[src/rtl/core/rth_pkg.sv]
// ----------------------------------------------------------------------------
// rth_pkg
// Types and constants shared by the RGB to HSV pixel pipeline.
// ----------------------------------------------------------------------------
package rth_pkg;

	localparam int CHAN_W   = 8;
	localparam int HUE_W    = 9;
	localparam int QUO_W    = 8;
	localparam int WORK_W   = 2 * QUO_W;
	localparam int HMUL_W   = 14;

	localparam int SAT_SCALE = 255;
	localparam int HUE_SCALE = 60;
	localparam int HUE_GREEN = 120;
	localparam int HUE_BLUE  = 240;
	localparam int HUE_FULL  = 360;

	typedef struct packed {
		logic [CHAN_W-1:0] red_in;
		logic [CHAN_W-1:0] green_in;
		logic [CHAN_W-1:0] blue_in;
	} pix_t;

	typedef struct packed {
		logic [HUE_W-1:0]  hue_out;
		logic [CHAN_W-1:0] sat_out;
		logic [CHAN_W-1:0] val_out;
	} hsv_t;

	typedef enum logic [1:0] {
		SEC_GREY,
		SEC_RED,
		SEC_GREEN,
		SEC_BLUE
	} sector_t;

	// sat_work/hue_work: remainder in the upper half, numerator bits and
	// quotient bits in the lower half
	typedef struct packed {
		logic [WORK_W-1:0] sat_work;
		logic [WORK_W-1:0] hue_work;
		logic [CHAN_W-1:0] delta;
		logic [CHAN_W-1:0] val;
		sector_t           sector;
		logic              neg;
	} stage_t;

endpackage

[src/rtl/core/rgb_to_hsv_pixel.sv]
// ----------------------------------------------------------------------------
// rgb_to_hsv_pixel
// 8-bit RGB to integer HSV, one pixel per clock through a chain of divider cells
// while hsv_stall is low. Register stages: front stage, 8 cells, output register.
// Throughput: one pixel per cycle while unstalled, set by one quotient bit per cell.
// Reset clears all valid bits; no stored state beyond the pipeline.
// ----------------------------------------------------------------------------
module rgb_to_hsv_pixel (
	input  logic          clk,
	input  logic          arst_n,
	input  logic          pix_valid,
	output logic          pix_stall,
	input  rth_pkg::pix_t pix,
	output logic          hsv_valid,
	input  logic          hsv_stall,
	output rth_pkg::hsv_t hsv
);
	import rth_pkg::*;

	stage_t link [0:QUO_W];
	logic   lvalid [0:QUO_W];
	logic   lready [0:QUO_W];
	logic   front_ready;

	logic [QUO_W-1:0] hq;
	logic [HUE_W-1:0] hue;
	hsv_t             res;
	hsv_t             hsv_q;
	logic             hsv_valid_q;

	rth_front u_front (
		.clk      (clk),
		.arst_n   (arst_n),
		.up_valid (pix_valid),
		.up_ready (front_ready),
		.up_data  (pix),
		.dn_valid (lvalid[0]),
		.dn_ready (lready[0]),
		.dn_data  (link[0])
	);

	assign pix_stall = !front_ready;

	for (genvar i = 0; i < QUO_W; i++) begin : g_cell
		rth_cell u_cell (
			.clk      (clk),
			.arst_n   (arst_n),
			.up_valid (lvalid[i]),
			.up_ready (lready[i]),
			.up_data  (link[i]),
			.dn_valid (lvalid[i+1]),
			.dn_ready (lready[i+1]),
			.dn_data  (link[i+1])
		);
	end

	always_comb begin
		hq = link[QUO_W].hue_work[QUO_W-1:0];
		case (link[QUO_W].sector)
			SEC_RED:   hue = (link[QUO_W].neg && hq != '0) ?
			                 HUE_W'(HUE_FULL) - HUE_W'(hq) : HUE_W'(hq);
			SEC_GREEN: hue = link[QUO_W].neg ? HUE_W'(HUE_GREEN) - HUE_W'(hq) :
			                 HUE_W'(HUE_GREEN) + HUE_W'(hq);
			SEC_BLUE:  hue = link[QUO_W].neg ? HUE_W'(HUE_BLUE) - HUE_W'(hq) :
			                 HUE_W'(HUE_BLUE) + HUE_W'(hq);
			default:   hue = '0;
		endcase
		res.hue_out = hue;
		res.sat_out = (link[QUO_W].sector == SEC_GREY) ? '0 :
		              link[QUO_W].sat_work[QUO_W-1:0];
		res.val_out = link[QUO_W].val;
	end

	assign lready[QUO_W] = !hsv_valid_q || !hsv_stall;
	assign hsv_valid     = hsv_valid_q;
	assign hsv           = hsv_q;

	always_ff @(posedge clk or negedge arst_n) begin
		if (!arst_n) begin
			hsv_valid_q <= 1'b0;
		end else if (lready[QUO_W]) begin
			hsv_valid_q <= lvalid[QUO_W];
		end
	end

	always_ff @(posedge clk) begin
		if (lvalid[QUO_W] && lready[QUO_W]) begin
			hsv_q <= res;
		end
	end

endmodule

[src/rtl/core/rth_front.sv]
// ----------------------------------------------------------------------------
// rth_front
// Max/min search, hue sector select and divider numerators; one register stage.
// ----------------------------------------------------------------------------
module rth_front (
	input  logic           clk,
	input  logic           arst_n,
	input  logic           up_valid,
	output logic           up_ready,
	input  rth_pkg::pix_t  up_data,
	output logic           dn_valid,
	input  logic           dn_ready,
	output rth_pkg::stage_t dn_data
);
	import rth_pkg::*;

	logic [CHAN_W-1:0] r, g, b, mx, mn, delta, mag;
	logic signed [CHAN_W:0] diff;
	logic [HMUL_W-1:0] hnum;
	logic [WORK_W-1:0] snum;
	sector_t sector;
	stage_t  nxt;
	logic    valid_q;
	stage_t  data_s1;

	always_comb begin
		r  = up_data.red_in;
		g  = up_data.green_in;
		b  = up_data.blue_in;
		mx = (r > g) ? r : g;
		mx = (mx > b) ? mx : b;
		mn = (r < g) ? r : g;
		mn = (mn < b) ? mn : b;
		delta = mx - mn;
		if (delta == '0) begin
			sector = SEC_GREY;
			diff   = '0;
		end else if (r == mx) begin
			sector = SEC_RED;
			diff   = $signed({1'b0, g}) - $signed({1'b0, b});
		end else if (g == mx) begin
			sector = SEC_GREEN;
			diff   = $signed({1'b0, b}) - $signed({1'b0, r});
		end else begin
			sector = SEC_BLUE;
			diff   = $signed({1'b0, r}) - $signed({1'b0, g});
		end
		mag  = diff[CHAN_W] ? CHAN_W'(-diff) : diff[CHAN_W-1:0];
		hnum = HMUL_W'(mag) * HMUL_W'(HUE_SCALE);
		snum = WORK_W'(delta) * WORK_W'(SAT_SCALE);
		nxt.sat_work = snum;
		nxt.hue_work = WORK_W'(hnum);
		nxt.delta    = delta;
		nxt.val      = mx;
		nxt.sector   = sector;
		nxt.neg      = diff[CHAN_W];
	end

	assign up_ready = !valid_q || dn_ready;
	assign dn_valid = valid_q;
	assign dn_data  = data_s1;

	always_ff @(posedge clk or negedge arst_n) begin
		if (!arst_n) begin
			valid_q <= 1'b0;
		end else if (up_ready) begin
			valid_q <= up_valid;
		end
	end

	always_ff @(posedge clk) begin
		if (up_valid && up_ready) begin
			data_s1 <= nxt;
		end
	end

endmodule

[src/rtl/core/rth_cell.sv]
// ----------------------------------------------------------------------------
// rth_cell
// One restoring division step for both the saturation and hue quotients.
// ----------------------------------------------------------------------------
module rth_cell (
	input  logic            clk,
	input  logic            arst_n,
	input  logic            up_valid,
	output logic            up_ready,
	input  rth_pkg::stage_t up_data,
	output logic            dn_valid,
	input  logic            dn_ready,
	output rth_pkg::stage_t dn_data
);
	import rth_pkg::*;

	function automatic logic [WORK_W-1:0] div_step(
		input logic [WORK_W-1:0] work,
		input logic [CHAN_W-1:0] dvs
	);
		logic [QUO_W:0]   t;
		logic [QUO_W-1:0] rem;
		logic             q;
		t = {work[WORK_W-1:QUO_W], work[QUO_W-1]};
		if (t >= {1'b0, dvs}) begin
			rem = QUO_W'(t - {1'b0, dvs});
			q   = 1'b1;
		end else begin
			rem = t[QUO_W-1:0];
			q   = 1'b0;
		end
		return {rem, work[QUO_W-2:0], q};
	endfunction

	stage_t nxt;
	stage_t data_q;
	logic   valid_q;

	always_comb begin
		nxt          = up_data;
		nxt.sat_work = div_step(up_data.sat_work, up_data.val);
		nxt.hue_work = div_step(up_data.hue_work, up_data.delta);
	end

	assign up_ready = !valid_q || dn_ready;
	assign dn_valid = valid_q;
	assign dn_data  = data_q;

	always_ff @(posedge clk or negedge arst_n) begin
		if (!arst_n) begin
			valid_q <= 1'b0;
		end else if (up_ready) begin
			valid_q <= up_valid;
		end
	end

	always_ff @(posedge clk) begin
		if (up_valid && up_ready) begin
			data_q <= nxt;
		end
	end

endmodule

[config.mk]
export PLATFORM = sky130hd
export DESIGN_NAME = rgb_to_hsv_pixel
export DESIGN_NICKNAME = d
export VERILOG_FILES = /design/src/rtl/core/rth_pkg.sv /design/src/rtl/core/rgb_to_hsv_pixel.sv /design/src/rtl/core/rth_front.sv /design/src/rtl/core/rth_cell.sv
export SDC_FILE = /design/constraint.sdc
export NUM_CORES = 1
export LEC_CHECK = 0
export ABC_AREA = 1
export BUFFER_PORTS_ARGS = -buffer_cell sky130_fd_sc_hd__buf_2
export CORE_MARGIN = 2
export CORE_UTILIZATION = 64
export DETAILED_ROUTE_END_ITERATION = 16
export GPL_ROUTABILITY_DRIVEN = 0
export PLACE_DENSITY = 0.92
export SLEW_MARGIN = 25
export SYNTH_ARGS = -nofsm -noshare
export SYNTH_HDL_FRONTEND = slang
export SYNTH_SLANG_ARGS = --single-unit
[constraint.sdc]
create_clock -name clk -period 4.6 [get_ports clk]
set_input_delay 1.15 -clock clk [delete_from_list [all_inputs] [get_ports clk]]
set_output_delay 1.15 -clock clk [all_outputs]
set_load 0.03 [all_outputs]
==> results.cfg, run 1 <==
[clocking]
cts-root-buf = clkbuf_16
hold_buffers = 0
numCtsBuffers = 41
clock-sinks = 445
cts-htree-levels = 2
cts_buffer_depth = 3

[global_route]
grtUsageTotal = 0.667
antenna_found_initial = 20
grt_overflow = 11
grt_max_degree = 49

[place]
place_ws_ns = -4.31
hpwl_mm = 46.4
io_buffers = 54

[sta]
worstEpCategory = register input
worst_endpoint = u_front.dn_data[50]$_DFFE_PP_/D

[floorplan]
die_h_um = 204
die_w_um = 204
ios = 55
num_rows = 73
initial_core_util = 0.647

[logic_synthesis]
synth_top_area_frac = 0.509
synth-edff-count = 435
synth_warnings = 0
syn_area_per_cell_um2 = 10.5
synthTopCellsByArea = edfxtp_1 (51%), ha_1 (12%), inv_1 (6.1%), nand2_1 (4.6%), fa_1 (4.4%)
synth_most_common_cell = edfxtp_1
synth_cells = 2451
yosys-top-cells-count = edfxtp_1 (435), inv_1 (417), nand2_1 (311)
ys_types = 52
syn_nets = 2774
yosysSeqAreaShare = 0.519
synth-seq-cells = 445
ys.flop_type = edfxtp_1
syn_area_mm2 = 0.0257
synth-async-reset-ratio = 0.0225
synth_area_leader_cell = edfxtp_1

[run_status]
failing_step = 5_1_grt
outcome = stopped before the end
tool.error = [ERROR GRT-0232] Routing congestion too high. Check the congestion heatmap in the GUI.
## cells by family after synthesis
family,Yosys count,synth area share
flops,445,0.519
buf+inv,461,0.0695
fa+ha+maj,295,0.160
xor+xnor,123,0.0426
simple gates,762,0.130
compound gates,365,0.0782
## metal layers
metal / overflow / global-route usage
met2: 5 / 0.843
met1: 0 / 0.623
met3: 1 / 0.553
met5: 0 / 0.282
met4: 5 / 0.662
## stage by stage
stage                     instances  setup TNS [ns]  utilization  instance area, um2
after floorplan                2451          -70.36            -               26000
after global placement         3290          -79.76        0.733               29100
after detailed placement       3291          -92.84        0.733               29100
after CTS                      3470          -64.41        0.819               32400
## repair_timing
| item | in CTS |
|---|---|
| setup buffers | 114 |
| cloned | 4 |
| setup endpoints to repair | 32 |
| pin swaps | 128 |
| gates resized for setup | 258 |
==> run 2, diff against run 1 <==
CORE_UTILIZATION = 40   (was 64)
PLACE_DENSITY = unset   (was 0.92)
PLACE_DENSITY_LB_ADDON = 0.15   (was unset)
==> run 2 against run 1 <==
  * The flow now finishes, with violations (setup timing)
  * Synthesized cell count stayed put
  * Area after synthesis stayed put
==> results.cfg, run 2 <==
[final_layout]
synthToLayoutAreaGrowth_pct = 27.8
diodes = 0
largest_reg_flops = 364
drive_gt1_frac = 0.267
nets = 3213
final_common_cell = edfxtp_1
layout_common_cells = edfxtp_1 (435), inv_1 (376), buf_4 (328)

[clocking]
clock-sinks = 445
cts_tree = done
hold_buffers = 0
numCtsBuffers = 46
cts-htree-levels = 2
cts-root-buf = clkbuf_16
cts_buffer_depth = 3
clock_latency_ns = 0.56
clkTransAtPathRegs_ns = 0.06

[floorplan]
ios = 55
die_w_um = 257
coreArea_mm2 = 0.0632
initial_core_util = 0.406
die_h_um = 257
num_rows = 92
dieArea_mm2 = 0.0662

[logic_synthesis]
synth_warnings = 0
yosys-mux-area-fraction = 0
synth-edff-count = 435
synth-async-reset-ratio = 0.0225
synth-seq-cells = 445
syn_area_mm2 = 0.0257
synth_area_leader_cell = edfxtp_1
syn_nets = 2774
ys_types = 52
synth_fa_ha_area_frac = 0.160
synth_compound_area_frac = 0.0782
syn_area_per_cell_um2 = 10.5
ys.flop_type = edfxtp_1
synthTopCellsByArea = edfxtp_1 (51%), ha_1 (12%), inv_1 (6.1%), nand2_1 (4.6%), fa_1 (4.4%)
yosys-top-cells-count = edfxtp_1 (435), inv_1 (417), nand2_1 (311)
synth_top_area_frac = 0.509
synth_top_family_by_area = adder cells
synthXorXnorAreaFrac = 0.0426
synth-simple-area-share = 0.130
yosysSeqAreaShare = 0.519
synth_cells = 2451
synth_most_common_cell = edfxtp_1

[detailed_routing]
wl_per_cell_um = 14.0
viasPerCell = 4.79
ant_nets = 0
drtIter0Drc = 785
drt-total-wl_mm = 52.9
drcViolationCount = 0
dr_total_vias = 18100
dr.pass1.iters = 5

[worst_setup_path]
cp_slowest_stage_delay_ns = 0.53
end_kind = flip-flop
crit_path_start = pix[18]
cp_slowest_cell = fa_1
crit_fanout = 7
r2r_start = hsv_valid$_DFFE_PN0P_
cp_common_cell = buf_4
cp.required_ns = 4.91
crit_arrival_ns = 8.41
path_class = input port to flip-flop
startpoint_type = input port

[place]
hpwl_mm = 40.1
place_ws_ns = -4.22
io_buffers = 54

[sta]
setup_viol = 31
fin_crit_ns = 8.09
rsz0062_at_grt = yes
fmax_ghz = 0.124
hold_violations = 0
worst_pin_slew_ns = 0.966
timing.final.ws_setup_ns = -3.49
min_period_over_period = 1.76
fin_worst_skew_ns = 0.00867
max-slew-margin-rel = 0.356
slew_violations = 0

[global_route]
grt_max_degree = 50
grt_pass1_vias = 18200
grt_overflow = 0
antenna_found_initial = 0
grtUsageTotal = 0.158
grt_pass1_wl_mm = 86.5

[run]
drv_cap = 0

[worst_hold_path]
hold_class = flip-flop to flip-flop
holdCritStartpoint = g_cell[4].u_cell.dn_data[23]$_DFFE_PP_

[run_status]
outcome = complete, but fails checks
violations = setup timing
run 2: cell counts after synthesis:
Identical to the previous run, type by type.
run 2: what timing repair did:
action / CTS / global route
gates cloned: 2 / 0
pin swaps: 77 / 80
buffers inserted: 57 / 22
resized for setup: 152 / 109
endpoints found under the setup margin: 30 / 37
run 2: worst paths after layout:
kind                       slack, ns                                      to  cells past startpoint
min in group asynchronous       0.45   g_cell[2].u_cell.dn_valid$_DFFE_PN0P_                      1
setup reg to reg                1.42  g_cell[0].u_cell.dn_data[23]$_DFFE_PP_                     19
setup / recovery               -3.49           u_front.dn_data[26]$_DFFE_PP_                     55
hold reg to reg                 0.41  g_cell[5].u_cell.dn_data[24]$_DFFE_PP_                      0
max in group asynchronous       3.96   g_cell[0].u_cell.dn_valid$_DFFE_PN0P_                      1
hold / removal                  0.41  g_cell[5].u_cell.dn_data[24]$_DFFE_PP_                      0
run 2: cells by family (layout without fill, tap and decap cells):
logic type,Yosys count,count (layout)
AND/OR/NAND/NOR,762,762
buffers and inverters,461,937
flip-flops,445,445
AO/OA/AOI/OAI,365,365
adder cells (fa/ha/maj),295,295
XOR/XNOR,123,123
run 2: per-layer routing:
layer,GRT usage,wire [um]
met5,0,0
met4,0.0583,1760
met3,0.0227,1720
met2,0.305,28300
met1,0.175,21100
run 2: per-stage QoR:
stage	TNS [ns]	hold slack [ns]	instance area, um2	util	std cells
3_3_place_gp	-84.91	0.400	29500	0.466	3612
5_1_grt	-75.49	0.422	32800	0.519	3773
3_5_place_dp	-92.69	0.405	29500	0.467	3616
2_1_floorplan	-70.36	0.400	26000	-	2451
4_1_cts	-64.29	0.414	32200	0.509	3752
6_report	-69.31	0.413	32800	0.519	3773
run 2: area by class of cell:
type                            count  area (um2)
Clock buffer                       55        1250
Tap cell                          846        1060
Multi-Input combinational cell   1545       11800
Timing Repair Buffer              418        3280
Clock inverter                     30         355
Inverter                          434        1700
Sequential cell                   445       13300
Fill cell                        5468       30400
run 2: worst max-delay path: cells and delay by family:
| kind | cells | cell delay [ns] |
|---|---|---|
| AND/OR/NAND/NOR | 25 | 2.45 |
| buffers and inverters | 20 | 2.39 |
| adder cells (fa/ha/maj) | 6 | 1.88 |
| XOR/XNOR | 2 | 0.37 |
| AO/OA/AOI/OAI | 2 | 0.21 |
Power of run 2 is not shown: default switching activity piles up to over one toggle a cycle in this logic, so the estimate is an artifact.
